**src/sv/equal_area_sphere_to_square_unit_macros.svh**
```systemverilog
// Assertion macros shared by the sphere-to-square pipeline.
// Depends on nothing; included by modules that assert.
`ifndef EQUAL_AREA_SPHERE_TO_SQUARE_UNIT_MACROS_SVH
`define EQUAL_AREA_SPHERE_TO_SQUARE_UNIT_MACROS_SVH
// Implication checked on every clock edge outside reset.
`define EAS_ASSERT_IMP(label, clk, rst, ante, cons, msg) \
   label: assert property (@(posedge clk) disable iff (rst) (ante) |-> (cons)) \
      else $error(msg);
// Next-cycle implication checked outside reset.
`define EAS_ASSERT_NEXT(label, clk, rst, ante, cons, msg) \
   label: assert property (@(posedge clk) disable iff (rst) (ante) |=> (cons)) \
      else $error(msg);
`endif

```
**src/sv/eas_pkg.sv**
```systemverilog
// Package for the sphere-to-square pipeline: widths and polynomial coefficients.
// Depends on nothing.
`timescale 1ns / 1ps
`default_nettype none
package eas_pkg;
   localparam int FracBitsDefault = 16;
   localparam int PhiBits = 30;
   localparam int PolyTerms = 7;
   // atan(t)*2/pi coefficients, 30 fraction bits, constant term first
   localparam logic signed [31:0] PolyQ30 [PolyTerms] = '{
      32'sd4368, 32'sd683143051, 32'sd6611245, -32'sd265572574,
      32'sd94679404, 32'sd44993950, -32'sd26992900};
endpackage
`default_nettype wire

```
**src/sv/eas_stage_ctl.sv**
```systemverilog
// Per-stage valid/stall control for the pipeline: shifts a valid bit chain.
// Depends on eas_pkg (imported) and the assertion macros header.
`timescale 1ns / 1ps
`default_nettype none
`include "equal_area_sphere_to_square_unit_macros.svh"
module eas_stage_ctl import eas_pkg::*; #(
   parameter int Depth = 4
) (
   input  wire logic             clock,
   input  wire logic             reset,
   input  wire logic             in_valid,
   input  wire logic             out_stall,
   output logic                  in_stall,
   output logic [Depth-1:0]      adv,
   output logic [Depth-1:0]      vld
);
   logic [Depth-1:0] vld_ff;
   logic [Depth-1:0] vld_in;
   logic [Depth:0]   hold;

   // a stage holds when it is full and the stage after it holds
   always_comb begin
      hold[Depth] = out_stall;
      for (int i = Depth-1; i >= 0; i--) hold[i] = vld_ff[i] & hold[i+1];
      for (int i = 0; i < Depth; i++) begin
         adv[i] = !hold[i];
         if (hold[i]) vld_in[i] = vld_ff[i];
         else if (i == 0) vld_in[i] = in_valid;
         else vld_in[i] = vld_ff[i-1];
      end
   end
   assign in_stall = hold[0];
   assign vld = vld_ff;

   always_ff @(posedge clock) begin
      if (reset) vld_ff <= '0;
      else vld_ff <= vld_in;
   end

   `EAS_ASSERT_NEXT(a_hold_last, clock, reset, vld_ff[Depth-1] && out_stall, vld_ff[Depth-1], "last stage dropped while stalled")
   `EAS_ASSERT_IMP(a_stall_full, clock, reset, in_stall, vld_ff[0], "input stalled with empty first stage")
   `EAS_ASSERT_NEXT(a_take, clock, reset, in_valid && !in_stall, vld_ff[0], "accepted transaction lost")
endmodule
`default_nettype wire

```
**config.mk**
```make
export PLATFORM = sky130hd
export DESIGN_NAME = eas_stage_ctl
export DESIGN_NICKNAME = d
export VERILOG_FILES = /design/src/sv/eas_pkg.sv /design/src/sv/eas_stage_ctl.sv
export VERILOG_INCLUDE_DIRS = /design/src /design/src/sv
export SDC_FILE = /design/constraint.sdc
export NUM_CORES = 1
export LEC_CHECK = 0
export BUFFER_PORTS_ARGS = -buffer_cell sky130_fd_sc_hd__clkbuf_2
export CAP_MARGIN = 15
export CORE_AREA = 10 10 47 49
export CTS_CLUSTER_DIAMETER = 120
export DETAILED_ROUTE_END_ITERATION = 7
export DIE_AREA = 0 0 57 59
export GPL_ROUTABILITY_DRIVEN = 0
export PLACE_DENSITY = 0.46
export SLEW_MARGIN = 15
export SYNTH_ARGS = -nofsm -noshare
export SYNTH_HDL_FRONTEND = slang
export SYNTH_SLANG_ARGS = --single-unit
```
**constraint.sdc**
```tcl
create_clock -name clock -period 0.8 [get_ports clock]
set_input_delay 0.04 -clock clock [delete_from_list [all_inputs] [get_ports clock]]
set_output_delay 0.04 -clock clock [all_outputs]
set_load 0.03 [all_outputs]
```
==> impl_metrics.env <==
export IMPL_criticalPathCategory="reg2out"
export IMPL_crit_path_start="vld[2]"
export IMPL_drc_errors=0
export IMPL_drv_slew=0
export IMPL_pre_cts_ws_ns=-0.119
export IMPL_largest_reg_flops=4
export IMPL_finalCritPeriodShare_pct=140
export IMPL_root_buffer="clkbuf_4"
export IMPL_syn_cell_area_sq_um=165
export IMPL_intPower_uw=434
export IMPL_clkPwrFrac_pct=47.8
export IMPL_area_growth_pct=192
export IMPL_p_leak_nw=0.210
export IMPL_grt_pass1_vias=262
export IMPL_power_frac_seq_pct=35.9
export IMPL_hold_start="reset"
export IMPL_pin_count=13
export IMPL_grt_pass1_wl_microns=1120
export IMPL_dpl_hpwl_microns=460
export IMPL_arrival_ns=1.08
export IMPL_post_place_cells=50
export IMPL_violations="setup timing"
export IMPL_setup_viol_count_final=12
export IMPL_reg2reg_depth=4
export IMPL_hold_depth=2
export IMPL_r2r_start="vld[2]"
export IMPL_drt_initial_drc_count=2
export IMPL_layout_nets=46
export IMPL_cp_start_kind="flop"
export IMPL_layout_commonest_cell="buf_8"
export IMPL_grt_start_max_net_pins=6
export IMPL_firstDrtPassIters=2
export IMPL_antenna_found_initial=0
export IMPL_vias_per_cell=3.75
export IMPL_postCtsHoldBufs=0
export IMPL_final_cell_count_no_fill=57
export IMPL_rsz0062_at_grt="yes"
export IMPL_power_switching_uw=147
export IMPL_clock_skew_ns=0.00752
export IMPL_wire_per_inst_microns=11.0
export IMPL_yosysWarnings=0
export IMPL_clk_latency_ns=0.24
export IMPL_slew_limit_headroom_pct=87.2
export IMPL_vdd_drop_max_uv=440
export IMPL_power_density_mw_per_mm2=1200
export IMPL_critPathMaxFanout=2
export IMPL_start_util_pct=11.8
export IMPL_htreeDepth=1
export IMPL_io_buffer_count=12
export IMPL_status="complete, but fails checks"
export IMPL_tightest_slew_ns=0.192
export IMPL_max_freq_ghz=0.896
export IMPL_numCtsBuffers=3
export IMPL_dieArea_sq_mm=0.00336
export IMPL_ys_types=10
export IMPL_avgSynthCellArea_sq_um=9.72
export IMPL_syn_inst=17
export IMPL_clkSlewWorstSetupHoldPaths_ns=0.04
export IMPL_hold_path_endpoint="vld[2]"
export IMPL_grt_usage_pct=4.45
export IMPL_finalCriticalPeriod_ns=1.12
export IMPL_drive_gt1_share_pct=85.4
export IMPL_cts_tree="built"
export IMPL_required_ns=0.76
export IMPL_mostFrequentLayoutCells="buf_8 (8), buf_6 (5), buf_4 (4)"
export IMPL_cts_sinks=4
export IMPL_power_share_combinational_pct=16.2
export IMPL_num_vias=214
export IMPL_fp_row_count=14
export IMPL_ys_seq_area_share_pct=48.5
export IMPL_die_w_microns=57
export IMPL_switching_share_pct=25.3
export IMPL_finalHoldViolCount=0
export IMPL_antenna_left=0
export IMPL_cp_end_kind="output port"
export IMPL_synth_nets=21
export IMPL_grt_overflow=0
export IMPL_ys_ff_latch=4
export IMPL_diodes=0
export IMPL_fin_ws_ns=-0.316
export IMPL_hold_path_class="in2reg"
export IMPL_core_area_sq_mm=0.00140
export IMPL_routed_wl_microns=627
export IMPL_maxCapViolCount=0
export IMPL_power_uw=580
export IMPL_fill_cells=149
export IMPL_worst_r2r_setup_slack_ns=-0.15
export IMPL_final_util_pct=34.5
export IMPL_clk_path_buf_depth=2
export IMPL_crit_reg2reg_capture="vld[0]"
export IMPL_die_y_microns=59
==> critical path: stages, from the launching register on <==
cell and delay [ns]:
dfxtp_4 0.35, nand4_4 0.11, or2_4 0.25, buf_8 0.14
==> power groups by stage <==
stage / clock network, mW / registers (mW) / logic [mW]
5_1_grt: 0.313 / 0.209 / 0.102
6_report: 0.278 / 0.209 / 0.0943
3_3_place_gp: 0 / 0.211 / 0.0662
2_1_floorplan: 0 / 0.228 / 0.0142
3_5_place_dp: 0 / 0.211 / 0.0662
4_1_cts: 0.293 / 0.208 / 0.0832
==> Yosys cell counts (all sizes together) <==
cell type	count	share of area (%)
dfxtp	4	48
a21oi	3	9.1
inv	2	4.5
nor2	2	4.5
nand2	1	2.3
nand2b	1	3.8
nand3	1	3.0
nand4	1	13
o31ai	1	7.6
or2	1	3.8
==> cell type report <==
| type | instances | area (sq um) | share of cell area [%] |
|---|---|---|---|
| Timing Repair Buffer | 20 | 221 | 45.9 |
| Multi-Input combinational cell | 11 | 115 | 23.8 |
| Sequential cell | 4 | 92.6 | 19.2 |
| Clock buffer | 4 | 26.3 | 5.44 |
| Tap cell | 16 | 20.0 | 4.15 |
| Inverter | 2 | 7.51 | 1.55 |
==> routing by layer <==
metal,GRT usage [%],wire length (microns),vias to the layer above
met1,4.51,258,98
met3,5.15,122,0
li1,-,-,104
met2,4.96,246,12
met5,0,0,-
met4,3.02,0,0
==> logic make-up after synthesis <==
logic type	Yosys count	synth area share, %
compound gates	4	16.7
buf+inv	2	4.55
flops	4	48.5
simple gates	7	30.3
==> worst max-delay path by stage <==
stage                     endpoint  slack, ns  cells past startpoint
after floorplan             adv[0]      -0.24                      2
after global placement    in_stall      -0.11                      4
after detailed placement  in_stall      -0.12                      4
after CTS                   adv[0]      -0.34                      3
after global routing        adv[0]      -0.37                      3
final                       adv[0]      -0.32                      3
==> repair_timing <==
item | 4_1_cts | 5_1_grt
setup buffers | 2 | 2
pin swaps | 3 | 0
endpoints found under the setup margin | 11 | 13
gates resized for setup | 23 | 14
==> per-stage QoR <==
stage               hold slack [ns]  area (sq um)  setup TNS (ns)
detailed placement            0.271           310          -0.343
global route                 0.0270           483           -2.65
global placement              0.259           310          -0.309
floorplan                    0.0994           193          -0.686
finish                       0.0174           483           -2.12
CTS                          0.0157           445           -2.15
No activity file was read; power rests on OpenSTA's default activity.
